--- src/design/sasq_pkg.sv ---
// Shared constants, codes and types for the sprite animation sequencer.
`timescale 1ns / 1ps

package sasq_pkg;

   // Sizes of the frame tables and of time and frame counts
   localparam int MAX_FRAMES = 16;
   localparam int TIME_BITS  = 32;
   localparam int FRAME_BITS = 16;

   // Field and register widths
   localparam int MODE_BITS  = 3;
   localparam int SLOT_BITS  = $clog2(MAX_FRAMES);
   localparam int DATA_BITS  = 16;
   localparam int TICK_BITS  = 16;
   localparam int LEN_BITS   = 5;
   localparam int LOOP_BITS  = 8;
   localparam int LOOP_CNT_BITS = $clog2(LOOP_BITS + 1);
   localparam int RUN_BITS   = LEN_BITS + TICK_BITS + LOOP_BITS;
   localparam int WIDE_BITS  = (RUN_BITS > TIME_BITS) ? RUN_BITS : TIME_BITS;
   localparam int ADDR_BITS  = SLOT_BITS + 1;
   localparam int RAM_DEPTH  = 2 * MAX_FRAMES;
   localparam int DIV_CNT_BITS = $clog2(TIME_BITS + 1);

   // Configuration port
   localparam int CSR_IDX_BITS  = 2;
   localparam int CSR_DATA_BITS = 16;
   localparam logic [CSR_IDX_BITS-1:0] CSR_FRAME_TICKS = 2'd0;
   localparam logic [CSR_IDX_BITS-1:0] CSR_LEN_A       = 2'd1;
   localparam logic [CSR_IDX_BITS-1:0] CSR_LEN_B       = 2'd2;
   localparam logic [CSR_IDX_BITS-1:0] CSR_LOOPS       = 2'd3;

   // Request kinds
   localparam logic [MODE_BITS-1:0] MODE_START  = 3'd0;
   localparam logic [MODE_BITS-1:0] MODE_PAUSE  = 3'd1;
   localparam logic [MODE_BITS-1:0] MODE_RESUME = 3'd2;
   localparam logic [MODE_BITS-1:0] MODE_QUERY  = 3'd3;
   localparam logic [MODE_BITS-1:0] MODE_LOAD   = 3'd4;

   // Sequencer states
   typedef enum logic [3:0] {
      S_IDLE,
      S_EXEC,
      S_RESUME,
      S_RUN,
      S_CHECK,
      S_CLAMP,
      S_DIV,
      S_READ,
      S_FINAL
   } state_type;

   // Status of the serial divider
   typedef struct packed {
      logic busy;
      logic done;
   } div_sts_type;

endpackage

--- src/design/sasq_req_if.sv ---
// Request channel: one sequencer command with its timestamp.
`timescale 1ns / 1ps

interface sasq_req_if import sasq_pkg::*; ();
   logic                 valid;
   logic                 ready;
   logic [MODE_BITS-1:0] mode;
   logic [TIME_BITS-1:0] time_now;
   logic                 track_select;
   logic [SLOT_BITS-1:0] entry_slot;
   logic [DATA_BITS-1:0] entry_data;

   modport source (output valid, mode, time_now, track_select, entry_slot, entry_data,
                   input ready);
   modport sink   (input valid, mode, time_now, track_select, entry_slot, entry_data,
                   output ready);
endinterface

--- src/design/sasq_rsp_if.sv ---
// Response channel: chosen frame and animation status.
`timescale 1ns / 1ps

interface sasq_rsp_if import sasq_pkg::*; ();
   logic                  valid;
   logic                  ready;
   logic [DATA_BITS-1:0]  frame_value;
   logic [FRAME_BITS-1:0] frame_number;
   logic                  finished;
   logic                  halted;
   logic                  held;

   modport source (output valid, frame_value, frame_number, finished, halted, held,
                   input ready);
   modport sink   (input valid, frame_value, frame_number, finished, halted, held,
                   output ready);
endinterface

--- src/design/sasq_ram.sv ---
// Generic single-write, single-read RAM with registered read data.
`timescale 1ns / 1ps

module sasq_ram #(
   parameter int WIDTH = 16,
   parameter int DEPTH = 32
) (
   input  logic                     clock,
   input  logic                     we,
   input  logic [$clog2(DEPTH)-1:0] waddr,
   input  logic [WIDTH-1:0]         wdata,
   input  logic                     re,
   input  logic [$clog2(DEPTH)-1:0] raddr,
   output logic [WIDTH-1:0]         rdata
);

   logic [WIDTH-1:0] mem_ff [DEPTH];
   logic [WIDTH-1:0] rdata_ff;

   // write port, then registered read port
   always_ff @(posedge clock) begin
      if (we) begin
         mem_ff[waddr] <= wdata;
      end
      if (re) begin
         rdata_ff <= mem_ff[raddr];
      end
   end

   assign rdata = rdata_ff;

endmodule

--- src/design/sasq_div.sv ---
// Bit-serial restoring divider with a running modulo of the quotient bits.
`timescale 1ns / 1ps

module sasq_div import sasq_pkg::*; (
   input  logic                  clock,
   input  logic                  reset,
   input  logic                  start,
   input  logic [TIME_BITS-1:0]  dividend,
   input  logic [TICK_BITS-1:0]  divisor,
   input  logic [LEN_BITS-1:0]   modulus,
   output div_sts_type           sts,
   output logic [FRAME_BITS-1:0] number,
   output logic [LEN_BITS-1:0]   residue
);

   logic                    busy_ff, busy_in;
   logic                    done_ff, done_in;
   logic [DIV_CNT_BITS-1:0] cnt_ff, cnt_in;
   logic [TIME_BITS-1:0]    quot_ff, quot_in;
   logic [TICK_BITS-1:0]    rem_ff, rem_in;
   logic [TICK_BITS-1:0]    dsr_ff, dsr_in;
   logic [LEN_BITS-1:0]     mod_ff, mod_in;
   logic [LEN_BITS-1:0]     len_ff, len_in;

   logic [TICK_BITS:0]      rem_shift;
   logic                    qbit;
   logic [LEN_BITS:0]       mod_shift;

   // one quotient bit per cycle; dividend leaves at the top of quot_ff,
   // quotient bits enter at the bottom
   always_comb begin
      rem_shift = {rem_ff, quot_ff[TIME_BITS-1]};
      qbit      = (rem_shift >= {1'b0, dsr_ff});
      mod_shift = {mod_ff, qbit};
      if (mod_shift >= {1'b0, len_ff}) begin
         mod_shift = mod_shift - {1'b0, len_ff};
      end

      busy_in = busy_ff;
      done_in = 1'b0;
      cnt_in  = cnt_ff;
      quot_in = quot_ff;
      rem_in  = rem_ff;
      dsr_in  = dsr_ff;
      mod_in  = mod_ff;
      len_in  = len_ff;
      if (start) begin
         busy_in = 1'b1;
         cnt_in  = '0;
         quot_in = dividend;
         rem_in  = '0;
         dsr_in  = divisor;
         mod_in  = '0;
         len_in  = modulus;
      end else if (busy_ff) begin
         quot_in = {quot_ff[TIME_BITS-2:0], qbit};
         rem_in  = qbit ? TICK_BITS'(rem_shift - {1'b0, dsr_ff})
                        : rem_shift[TICK_BITS-1:0];
         mod_in  = mod_shift[LEN_BITS-1:0];
         cnt_in  = cnt_ff + 1'b1;
         if (cnt_ff == DIV_CNT_BITS'(TIME_BITS - 1)) begin
            busy_in = 1'b0;
            done_in = 1'b1;
         end
      end
   end

   always_ff @(posedge clock) begin
      if (reset) begin
         busy_ff <= 1'b0;
         done_ff <= 1'b0;
         cnt_ff  <= '0;
      end else begin
         busy_ff <= busy_in;
         done_ff <= done_in;
         cnt_ff  <= cnt_in;
      end
      quot_ff <= quot_in;
      rem_ff  <= rem_in;
      dsr_ff  <= dsr_in;
      mod_ff  <= mod_in;
      len_ff  <= len_in;
   end

   // frame count saturates at the top of its range
   assign number   = (|quot_ff[TIME_BITS-1:FRAME_BITS]) ? {FRAME_BITS{1'b1}}
                                                         : quot_ff[FRAME_BITS-1:0];
   assign residue  = mod_ff;
   assign sts.busy = busy_ff;
   assign sts.done = done_ff;

endmodule

--- src/design/sprite_animation_frame_sequencer.sv ---
// Top level of the two-track sprite animation frame sequencer.
// Start, pause, load and unused kinds go EXEC then FINAL; a resume while paused adds RESUME.
// A query runs RUN (the loop-count shift-add of the run length), CHECK, CLAMP, then DIV in the
// bit-serial divider (one quotient bit a cycle over the 32-bit elapsed time), READ and FINAL.
// The response register lets the next request be accepted while a response waits.
// Synchronous reset: stopped, not paused, times zero, registers at their defaults;
// frame tables are not cleared and hold nothing defined until loaded.
`timescale 1ns / 1ps

module sprite_animation_frame_sequencer import sasq_pkg::*; (
   input  logic                     clock,
   input  logic                     reset,
   sasq_req_if.sink                 req_ch,
   sasq_rsp_if.source               rsp_ch,
   input  logic                     csr_we,
   input  logic [CSR_IDX_BITS-1:0]  csr_index,
   input  logic [CSR_DATA_BITS-1:0] csr_wdata
);

   state_type state_ff, state_in;

   // configuration
   logic [TICK_BITS-1:0] ticks_ff;
   logic [LEN_BITS-1:0]  len_a_ff, len_b_ff;
   logic [LOOP_BITS-1:0] loops_ff;

   // animation state
   logic                 halted_ff, held_ff;
   logic [TIME_BITS-1:0] start_ff, pause_ff;

   // captured request
   logic [MODE_BITS-1:0] mode_ff;
   logic [TIME_BITS-1:0] now_ff;
   logic                 sel_ff;
   logic [SLOT_BITS-1:0] slot_ff;
   logic [DATA_BITS-1:0] data_ff;

   // query working registers
   logic [TIME_BITS-1:0]     gap_ff;
   logic [TIME_BITS-1:0]     elap_ff;
   logic                     later_ff;
   logic                     fin_ff;
   logic [RUN_BITS-1:0]      mcand_ff, run_ff;
   logic [LOOP_BITS-1:0]     lc_ff;
   logic [LOOP_CNT_BITS-1:0] cnt_ff;

   // response register
   logic                  rsp_valid_ff;
   logic [DATA_BITS-1:0]  rsp_value_ff;
   logic [FRAME_BITS-1:0] rsp_number_ff;
   logic                  rsp_fin_ff;
   logic                  rsp_halted_ff;
   logic                  rsp_held_ff;

   // control strobes
   logic accept, out_free, out_load, ram_re, ram_we, div_start;

   // derived values
   logic [LEN_BITS-1:0]  len_a, len_b, len_max, len_sel, frame_idx;
   logic [TICK_BITS-1:0] tick;
   logic                 finite;
   logic [TIME_BITS-1:0] cur_time;
   logic [TIME_BITS:0]   resume_sum;
   logic [TIME_BITS-1:0] div_dividend;
   logic [ADDR_BITS-1:0] ram_raddr, ram_waddr;
   logic [DATA_BITS-1:0] ram_rdata;

   div_sts_type           div_sts;
   logic [FRAME_BITS-1:0] div_number;
   logic [LEN_BITS-1:0]   div_residue;

   // track lengths saturate at the table depth; zero frame time acts as one
   always_comb begin
      len_a     = (32'(len_a_ff) > MAX_FRAMES) ? LEN_BITS'(MAX_FRAMES) : len_a_ff;
      len_b     = (32'(len_b_ff) > MAX_FRAMES) ? LEN_BITS'(MAX_FRAMES) : len_b_ff;
      len_max   = (len_a > len_b) ? len_a : len_b;
      len_sel   = sel_ff ? len_b : len_a;
      tick      = (ticks_ff == '0) ? TICK_BITS'(1) : ticks_ff;
      finite    = (loops_ff != '0);
      cur_time  = held_ff ? pause_ff : now_ff;
      resume_sum = {1'b0, start_ff} + {1'b0, gap_ff};
      div_dividend = (finite && (WIDE_BITS'(elap_ff) > WIDE_BITS'(run_ff)))
                     ? TIME_BITS'(run_ff) : elap_ff;
      frame_idx = halted_ff ? (len_sel - 1'b1) : div_residue;
      ram_raddr = {sel_ff, frame_idx[SLOT_BITS-1:0]};
      ram_waddr = {sel_ff, slot_ff};
   end

   // next state
   always_comb begin
      state_in = state_ff;
      case (state_ff)
         S_IDLE:   if (req_ch.valid) state_in = S_EXEC;
         S_EXEC: begin
            case (mode_ff)
               MODE_RESUME: state_in = held_ff ? S_RESUME : S_FINAL;
               MODE_QUERY:  state_in = S_RUN;
               default:     state_in = S_FINAL;
            endcase
         end
         S_RESUME: state_in = S_FINAL;
         S_RUN:    if (cnt_ff == LOOP_CNT_BITS'(LOOP_BITS - 1)) state_in = S_CHECK;
         S_CHECK:  state_in = S_CLAMP;
         S_CLAMP:  state_in = S_DIV;
         S_DIV:    if (div_sts.done) state_in = S_READ;
         S_READ:   state_in = S_FINAL;
         S_FINAL:  if (out_free) state_in = S_IDLE;
         default:  state_in = S_IDLE;
      endcase
   end

   // control outputs
   always_comb begin
      out_free  = !rsp_valid_ff || rsp_ch.ready;
      accept    = (state_ff == S_IDLE) && req_ch.valid;
      ram_we    = (state_ff == S_EXEC) && (mode_ff == MODE_LOAD)
                  && (32'(slot_ff) < MAX_FRAMES);
      div_start = (state_ff == S_CLAMP);
      ram_re    = (state_ff == S_READ);
      out_load  = (state_ff == S_FINAL) && out_free;
   end

   assign req_ch.ready = (state_ff == S_IDLE);

   // control registers
   always_ff @(posedge clock) begin
      if (reset) begin
         state_ff     <= S_IDLE;
         rsp_valid_ff <= 1'b0;
         halted_ff    <= 1'b1;
         held_ff      <= 1'b0;
         start_ff     <= '0;
         pause_ff     <= '0;
         ticks_ff     <= TICK_BITS'(1);
         len_a_ff     <= '0;
         len_b_ff     <= '0;
         loops_ff     <= '0;
      end else begin
         state_ff <= state_in;

         if (out_load) begin
            rsp_valid_ff <= 1'b1;
         end else if (rsp_ch.ready) begin
            rsp_valid_ff <= 1'b0;
         end

         // register writes
         if (csr_we) begin
            case (csr_index)
               CSR_FRAME_TICKS: ticks_ff <= csr_wdata[TICK_BITS-1:0];
               CSR_LEN_A:       len_a_ff <= csr_wdata[LEN_BITS-1:0];
               CSR_LEN_B:       len_b_ff <= csr_wdata[LEN_BITS-1:0];
               CSR_LOOPS:       loops_ff <= csr_wdata[LOOP_BITS-1:0];
               default: ;
            endcase
         end

         // animation state updates
         case (state_ff)
            S_EXEC: begin
               case (mode_ff)
                  MODE_START: begin
                     halted_ff <= 1'b0;
                     held_ff   <= 1'b0;
                     start_ff  <= now_ff;
                     pause_ff  <= '0;
                  end
                  MODE_PAUSE: begin
                     if (!held_ff) begin
                        held_ff  <= 1'b1;
                        pause_ff <= now_ff;
                     end
                  end
                  default: ;
               endcase
            end
            S_RESUME: begin
               start_ff <= resume_sum[TIME_BITS] ? {TIME_BITS{1'b1}}
                                                 : resume_sum[TIME_BITS-1:0];
               held_ff  <= 1'b0;
               pause_ff <= '0;
            end
            S_CLAMP: begin
               if (!halted_ff && !held_ff && finite && later_ff
                   && (WIDE_BITS'(gap_ff) > WIDE_BITS'(run_ff))) begin
                  halted_ff <= 1'b1;
               end
            end
            default: ;
         endcase
      end
   end

   // datapath registers
   always_ff @(posedge clock) begin
      if (accept) begin
         mode_ff <= req_ch.mode;
         now_ff  <= req_ch.time_now;
         sel_ff  <= req_ch.track_select;
         slot_ff <= req_ch.entry_slot;
         data_ff <= req_ch.entry_data;
         fin_ff  <= 1'b0;
      end

      case (state_ff)
         S_EXEC: begin
            // pause length for a resume
            gap_ff   <= (now_ff >= pause_ff) ? (now_ff - pause_ff) : '0;
            // run length: shift-add of loop_count over the clip length
            mcand_ff <= RUN_BITS'(len_max) * RUN_BITS'(tick);
            run_ff   <= '0;
            lc_ff    <= loops_ff;
            cnt_ff   <= '0;
         end
         S_RUN: begin
            if (lc_ff[0]) begin
               run_ff <= run_ff + mcand_ff;
            end
            mcand_ff <= {mcand_ff[RUN_BITS-2:0], 1'b0};
            lc_ff    <= {1'b0, lc_ff[LOOP_BITS-1:1]};
            cnt_ff   <= cnt_ff + 1'b1;
         end
         S_CHECK: begin
            later_ff <= (now_ff > start_ff);
            gap_ff   <= now_ff - start_ff;
            elap_ff  <= (cur_time >= start_ff) ? (cur_time - start_ff) : '0;
         end
         S_CLAMP: begin
            if (!halted_ff && !held_ff && finite && later_ff
                && (WIDE_BITS'(gap_ff) > WIDE_BITS'(run_ff))) begin
               fin_ff <= 1'b1;
            end
         end
         default: ;
      endcase

      // response payload, status frozen with it while it waits
      if (out_load) begin
         if (mode_ff != MODE_QUERY || len_sel == '0) begin
            rsp_value_ff  <= '0;
            rsp_number_ff <= '0;
         end else if (halted_ff) begin
            rsp_value_ff  <= ram_rdata;
            rsp_number_ff <= FRAME_BITS'(len_sel - 1'b1);
         end else begin
            rsp_value_ff  <= ram_rdata;
            rsp_number_ff <= div_number;
         end
         rsp_fin_ff    <= fin_ff;
         rsp_halted_ff <= halted_ff;
         rsp_held_ff   <= held_ff;
      end
   end

   // both frame tables in one memory, track select as the top address bit
   sasq_ram #(
      .WIDTH (DATA_BITS),
      .DEPTH (RAM_DEPTH)
   ) u_table (
      .clock (clock),
      .we    (ram_we),
      .waddr (ram_waddr),
      .wdata (data_ff),
      .re    (ram_re),
      .raddr (ram_raddr),
      .rdata (ram_rdata)
   );

   // elapsed / frame time, and the quotient modulo the track length
   sasq_div u_div (
      .clock    (clock),
      .reset    (reset),
      .start    (div_start),
      .dividend (div_dividend),
      .divisor  (tick),
      .modulus  (len_sel),
      .sts      (div_sts),
      .number   (div_number),
      .residue  (div_residue)
   );

   assign rsp_ch.valid        = rsp_valid_ff;
   assign rsp_ch.frame_value  = rsp_value_ff;
   assign rsp_ch.frame_number = rsp_number_ff;
   assign rsp_ch.finished     = rsp_fin_ff;
   assign rsp_ch.halted       = rsp_halted_ff;
   assign rsp_ch.held         = rsp_held_ff;

   // a run found over always leaves the animation stopped
   a_fin_halted: assert property (@(posedge clock) disable iff (reset)
      rsp_ch.valid && rsp_ch.finished |-> rsp_ch.halted)
      else $error("finished response while not halted");

   // divider completes only while the sequencer waits on it
   a_div_done: assert property (@(posedge clock) disable iff (reset)
      div_sts.done |-> (state_ff == S_DIV))
      else $error("divider done outside divide state");

   // the divider is never restarted while it is working
   a_div_start: assert property (@(posedge clock) disable iff (reset)
      div_start |-> !div_sts.busy)
      else $error("divider started while busy");

   // a response loaded from the final state is presented next cycle
   a_out_load: assert property (@(posedge clock) disable iff (reset)
      out_load |=> rsp_ch.valid && (state_ff == S_IDLE))
      else $error("response not presented after load");

endmodule
--- src/flat_wrapper.sv ---
// flat-port wrapper written by rule: the top's interface ports become plain ports
module sprite_animation_frame_sequencer_flat import sasq_pkg::*;
  (clock, reset, csr_we, csr_index, csr_wdata, req_ch_valid, req_ch_mode, req_ch_time_now, req_ch_track_select, req_ch_entry_slot, req_ch_entry_data, req_ch_ready, rsp_ch_valid, rsp_ch_frame_value, rsp_ch_frame_number, rsp_ch_finished, rsp_ch_halted, rsp_ch_held, rsp_ch_ready);
  sasq_req_if req_ch_i ();
  sasq_rsp_if rsp_ch_i ();
  input  logic clock;
  input  logic reset;
  input  logic csr_we;
  input  logic [CSR_IDX_BITS-1:0] csr_index;
  input  logic [CSR_DATA_BITS-1:0] csr_wdata;
  input wire logic [$bits(req_ch_i.valid)-1:0] req_ch_valid;
  input wire logic [$bits(req_ch_i.mode)-1:0] req_ch_mode;
  input wire logic [$bits(req_ch_i.time_now)-1:0] req_ch_time_now;
  input wire logic [$bits(req_ch_i.track_select)-1:0] req_ch_track_select;
  input wire logic [$bits(req_ch_i.entry_slot)-1:0] req_ch_entry_slot;
  input wire logic [$bits(req_ch_i.entry_data)-1:0] req_ch_entry_data;
  output wire logic [$bits(req_ch_i.ready)-1:0] req_ch_ready;
  output wire logic [$bits(rsp_ch_i.valid)-1:0] rsp_ch_valid;
  output wire logic [$bits(rsp_ch_i.frame_value)-1:0] rsp_ch_frame_value;
  output wire logic [$bits(rsp_ch_i.frame_number)-1:0] rsp_ch_frame_number;
  output wire logic [$bits(rsp_ch_i.finished)-1:0] rsp_ch_finished;
  output wire logic [$bits(rsp_ch_i.halted)-1:0] rsp_ch_halted;
  output wire logic [$bits(rsp_ch_i.held)-1:0] rsp_ch_held;
  input wire logic [$bits(rsp_ch_i.ready)-1:0] rsp_ch_ready;
  assign req_ch_i.valid = req_ch_valid;
  assign req_ch_i.mode = req_ch_mode;
  assign req_ch_i.time_now = req_ch_time_now;
  assign req_ch_i.track_select = req_ch_track_select;
  assign req_ch_i.entry_slot = req_ch_entry_slot;
  assign req_ch_i.entry_data = req_ch_entry_data;
  assign req_ch_ready = req_ch_i.ready;
  assign rsp_ch_valid = rsp_ch_i.valid;
  assign rsp_ch_frame_value = rsp_ch_i.frame_value;
  assign rsp_ch_frame_number = rsp_ch_i.frame_number;
  assign rsp_ch_finished = rsp_ch_i.finished;
  assign rsp_ch_halted = rsp_ch_i.halted;
  assign rsp_ch_held = rsp_ch_i.held;
  assign rsp_ch_i.ready = rsp_ch_ready;
  sprite_animation_frame_sequencer u_core (.clock(clock), .reset(reset), .req_ch(req_ch_i), .rsp_ch(rsp_ch_i), .csr_we(csr_we), .csr_index(csr_index), .csr_wdata(csr_wdata));
endmodule
--- config.mk ---
export PLATFORM = sky130hd
export DESIGN_NAME = sprite_animation_frame_sequencer_flat
export DESIGN_NICKNAME = d
export VERILOG_FILES = /design/src/design/sasq_pkg.sv /design/src/design/sasq_req_if.sv /design/src/design/sasq_rsp_if.sv /design/src/design/sasq_ram.sv /design/src/design/sasq_div.sv /design/src/design/sprite_animation_frame_sequencer.sv /design/src/flat_wrapper.sv
export SDC_FILE = /design/constraint.sdc
export NUM_CORES = 2
export LEC_CHECK = 0
export BUFFER_PORTS_ARGS = -buffer_cell sky130_fd_sc_hd__buf_2
export CAP_MARGIN = 25
export CORE_ASPECT_RATIO = 0.9
export CORE_UTILIZATION = 50
export DETAILED_ROUTE_END_ITERATION = 7
export PLACE_DENSITY_LB_ADDON = 0.08
export SYNTH_ARGS = -nofsm -noshare
export SYNTH_HDL_FRONTEND = slang
export SYNTH_SLANG_ARGS = --single-unit
--- constraint.sdc ---
create_clock -name clock -period 6.6 [get_ports clock]
set_input_delay 0.66 -clock clock [delete_from_list [all_inputs] [get_ports clock]]
set_output_delay 0.66 -clock clock [all_outputs]
set_load 0.05 [all_outputs]
==> results summary <==
The number of nets handed over by synthesis was 4360. The overall power came out at 14.6 mW. The internal cell power came out at 10.8 mW. The leftover overflow at the end of global routing came out at 0. Summed over all failing endpoints, the final setup total negative slack is 0 ns.

Setup repair after global routing left no endpoint under its margin. The post-layout net count came out at 4517. The total of buffers placed on input and output ports is 115. The number of top-level pins came out at 116. The xor/xnor cell area share of the yosys netlist came out at 2.80%. The post-synthesis average cell area came out at 12.5 um^2. The smallest clock period supported by the final layout is computed as 6.17 ns. The slew at the pin closest to its max-slew limit came out at 1.02 ns. The portion of total power attributed to combinational logic is 13.9%.

The part of the total power dissipated in sequential elements came out at 46.4%. The multiplexer share of the synthesized area came out at 10.1%. The clock network accounts for 39.7% of the total power.

The summed area of non-filler cells in the final layout is 0.0559 mm^2. The standard cell area after detailed placement came out at 0.0520 mm^2. The first-pass GRT wire length is 189 mm. In this run the vertical extent of the chip is 300 um. The number of vias per cell came out at 5.80. Buffers inserted to repair hold after CTS numbered 0.

The max-slew violation count came out at 0. The endpoint kind of the worst setup timing path is a flip-flop. The number of synthesized flops with an enable pin came out at 807. The initial antenna violation count is 3. Clock tree synthesis inserted a total of 100 buffers. The aggregate routed wire length came out at 124 mm. The number of unique standard cell types used by synthesis came out at 90. In this run, synthesis produced a sequential element count of 942.

The hold violation count in the final report came to 0. The clock insertion delay at the later pin of the skew report is 0.70 ns. The fraction of layout cells with a size suffix above 1 came out at 15.9%. Max-cap violations in this run came to 0. The longest individual stage delay on the worst path came out at 0.57 ns.

The maximum clock rate came out at 162 MHz. The most common cell in the synthesized netlist is sky130_fd_sc_hd__edfxtp_1. The floorplan step defined a die boundary enclosing 0.100 mm^2.

In the post-synthesis netlist, the biggest area contributors are sky130_fd_sc_hd__edfxtp_1, sky130_fd_sc_hd__ha_1, sky130_fd_sc_hd__mux4_2. The number of iterations in the first detailed-routing pass is 5. The via count of the first global-routing pass is 30595. Summed over all instances, the cell type with the most area after synthesis is sky130_fd_sc_hd__edfxtp_1. The leakage power summed over all cells came out at 21.3 nW. The power per standard cell area is 261 mW/mm^2. The routed layout has 31786 vias. The count of synthesis-stage warnings from yosys came out at 0. The clock transition at the registers of the reported paths came out at 0.06 ns. The sequential share of the synthesized area is 54.5%. After synthesis, the largest family of logic cells by area is compound AO/OA/AOI/OAI gates. Synthesis handed over a netlist of 3959 instances. The remaining routing DRC violations is 0. The biggest fanout along the worst timing path came out at 5. The adder-cell area share of the yosys netlist is 8.89%. The data required time of the critical path came out at 7.00 ns.

In the final routed layout, each cell accounts on average for 22.6 um. The number of placement rows is 109. The die boundary width is 334 um.

The area share of and/or/nand/nor cells after synthesis came out at 9.53%. For this design, the slowest cell found on the critical path is sky130_fd_sc_hd__fa_1. The longest clock path from root to sink contains 3 buffers. The classification of the worst-slack hold path is in2reg.

After synthesis the cells add up to 0.0495 mm^2. The number of violations reported at the end of detailed-routing iteration 0 is 2770. The worst-case IR drop observed on VDD is 0.217 mV.

The arrival time at the worst endpoint came out at 6.57 ns. The period utilization is 93.5%. For this run, the leading register cell type out of synthesis is sky130_fd_sc_hd__edfxtp_1. The count of antenna-violating nets left after detailed routing came out at 0. The run finished with clean final reports. The fraction of the mapped netlist area in compound gates came out at 11.0%. The final estimated routing congestion in global placement is 0.863. The async set-or-reset flop fraction in the synthesized netlist came out at 0%. The clock drives 942 sinks. The proportion of total power due to net switching came out at 25.8%. The final standard cell utilization of the core is 57.0%. The commonest cells after synthesis are sky130_fd_sc_hd__edfxtp_1, sky130_fd_sc_hd__nand2_1, sky130_fd_sc_hd__nor2_1. The placeable core region came out at 0.0981 mm^2. The number of levels the H-tree was split into is 3. The clock tree from TritonCTS is yes.

The start-to-end type of the worst setup path is reg2reg. Once the floorplan was initialized, standard cells occupied 50.4% of the core. The half-perimeter wire length after placement came out at 88.6 mm.

The largest clock skew in the final design is 0.0380 ns. The pin count of the biggest net entering global routing is 106. The normalized max-slew margin came out at 31.0%. The overall track demand over capacity in global routing came out at 24.9%.

The root buffer cell chosen for the clock tree is sky130_fd_sc_hd__clkbuf_16. The number of setup violations in the final report is 0. The startpoint kind of the worst setup timing path is a flip-flop. The switching power of the nets is 3.76 mW. Summed over its instances, the top area cell type makes up 49.0% of the synthesized netlist area.

From synthesis to final layout, the design area changed by 13.1%.
==> metal layers <==
layer  GRT usage [%]  part of all wire (%)  up-vias
met1            39.8                    50    15695
met4            5.34                   1.9        2
met2            34.6                    41      850
met3            5.18                   7.1      138
met5               0                0.0056        -
li1                -                     -    15101
==> layout make-up <==
type                       instances  area [um^2]
fill                            8030        42100
sequential                       942        26900
multi-input combinational       2604        21100
clock buffer                     125         2680
timing repair buffer             218         1920
tap                             1276         1600
inverter                         250          940
clock inverter                    63          726
antenna                            2         5.00
==> kinds of logic (layout without fill, tap and decap cells) <==
logic type	after synthesis	count (layout)
fa+ha+maj	322	322
flops	942	942
compound gates	815	815
xor+xnor	158	158
buf+inv	413	656
simple gates	996	996
other cells	0	2
mux	313	313
==> metrics by stage <==
step                      hold slack, ns  worst slack (ns)  std cells
after floorplan                    0.406            0.0607       3959
after CTS                         0.0891            0.0243       5455
after global placement             0.420             0.198       5245
after global routing              0.0898           0.00830       5478
after detailed placement           0.424            0.0757       5267
final                              0.128             0.432       5480
==> worst paths after layout <==
path	from	depth (start not counted)	endpoint	slack, ns
worst max-delay path	u_core.len_b_ff[4]	26	u_core.mcand_ff[16]	0.43
worst min-delay path	req_ch_time_now[18]	1	u_core.now_ff[18]	0.13
worst max register to register	u_core.len_b_ff[4]	26	u_core.mcand_ff[16]	0.43
worst min register to register	u_core.fin_ff	0	u_core.rsp_ch.finished	0.44
==> power groups by stage <==
stage,combinational [mW],sequential (mW),clock [mW]
5_1_grt,2.24,6.79,6.12
3_5_place_dp,1.92,6.95,0
4_1_cts,1.93,6.82,5.91
2_1_floorplan,1.42,6.86,0
3_3_place_gp,1.89,6.95,0
6_report,2.03,6.78,5.79
==> placed cells by master, fill, tap and decap left out, drive strengths merged, types with 18 or more instances in the layout <==
master	instances
nand3	51
xnor2	85
clkbuf	125
and2	85
a21o	117
dfxtp	135
edfxtp	807
a21oi	232
mux2i	137
nand4	36
o21a	22
a31oi	26
nor2b	48
o21bai	27
nor3	59
inv	249
fa	49
mux4	144
ha	273
o22ai	25
and3	21
nor2	275
nor4	20
xor2	73
buf	218
nand2	304
nand2b	42
a221oi	18
o21ai	182
mux2	32
clkinv	44
a22oi	32
a211oi	31
==> flip-flops by register name (all words and copies together) (netlist names), 5 cells and up <==
signal                      cells
u_core.ticks_ff                16
u_core.lc_ff                    8
u_core.u_div.rem_ff            16
u_core.rsp_ch.frame_value      16
u_core.loops_ff                 8
u_core.rsp_ch.frame_number     16
u_core.gap_ff                  32
u_core.u_div.len_ff             5
u_core.u_table.rdata           16
u_core.u_div.dsr_ff            16
u_core.u_div.cnt_ff             6
u_core.len_b_ff                 5
u_core.len_a_ff                 5
u_core.now_ff                  32
u_core.elap_ff                 32
u_core.u_table.mem_ff         512
u_core.u_div.quot_ff           32
u_core.mcand_ff                29
u_core.u_div.residue            5
u_core.data_ff                 16
u_core.start_ff                32
u_core.run_ff                  29
u_core.pause_ff                32
==> critical path: cells and delay by family (launching register included) <==
kind,cells,cell delay [ns]
buffers and inverters,2,0.14
multiplexers,1,0.20
flip-flops,1,0.35
adder cells (fa/ha/maj),5,2.18
AND/OR/NAND/NOR,4,0.67
XOR/XNOR,1,0.15
AO/OA/AOI/OAI,13,2.20
==> repair_timing <==
action                     4_1_cts  5_1_grt
buffers inserted                 0        6
gates resized for setup          0       23
setup endpoints to repair        0        8
No activity file was read; power rests on OpenSTA's default activity.
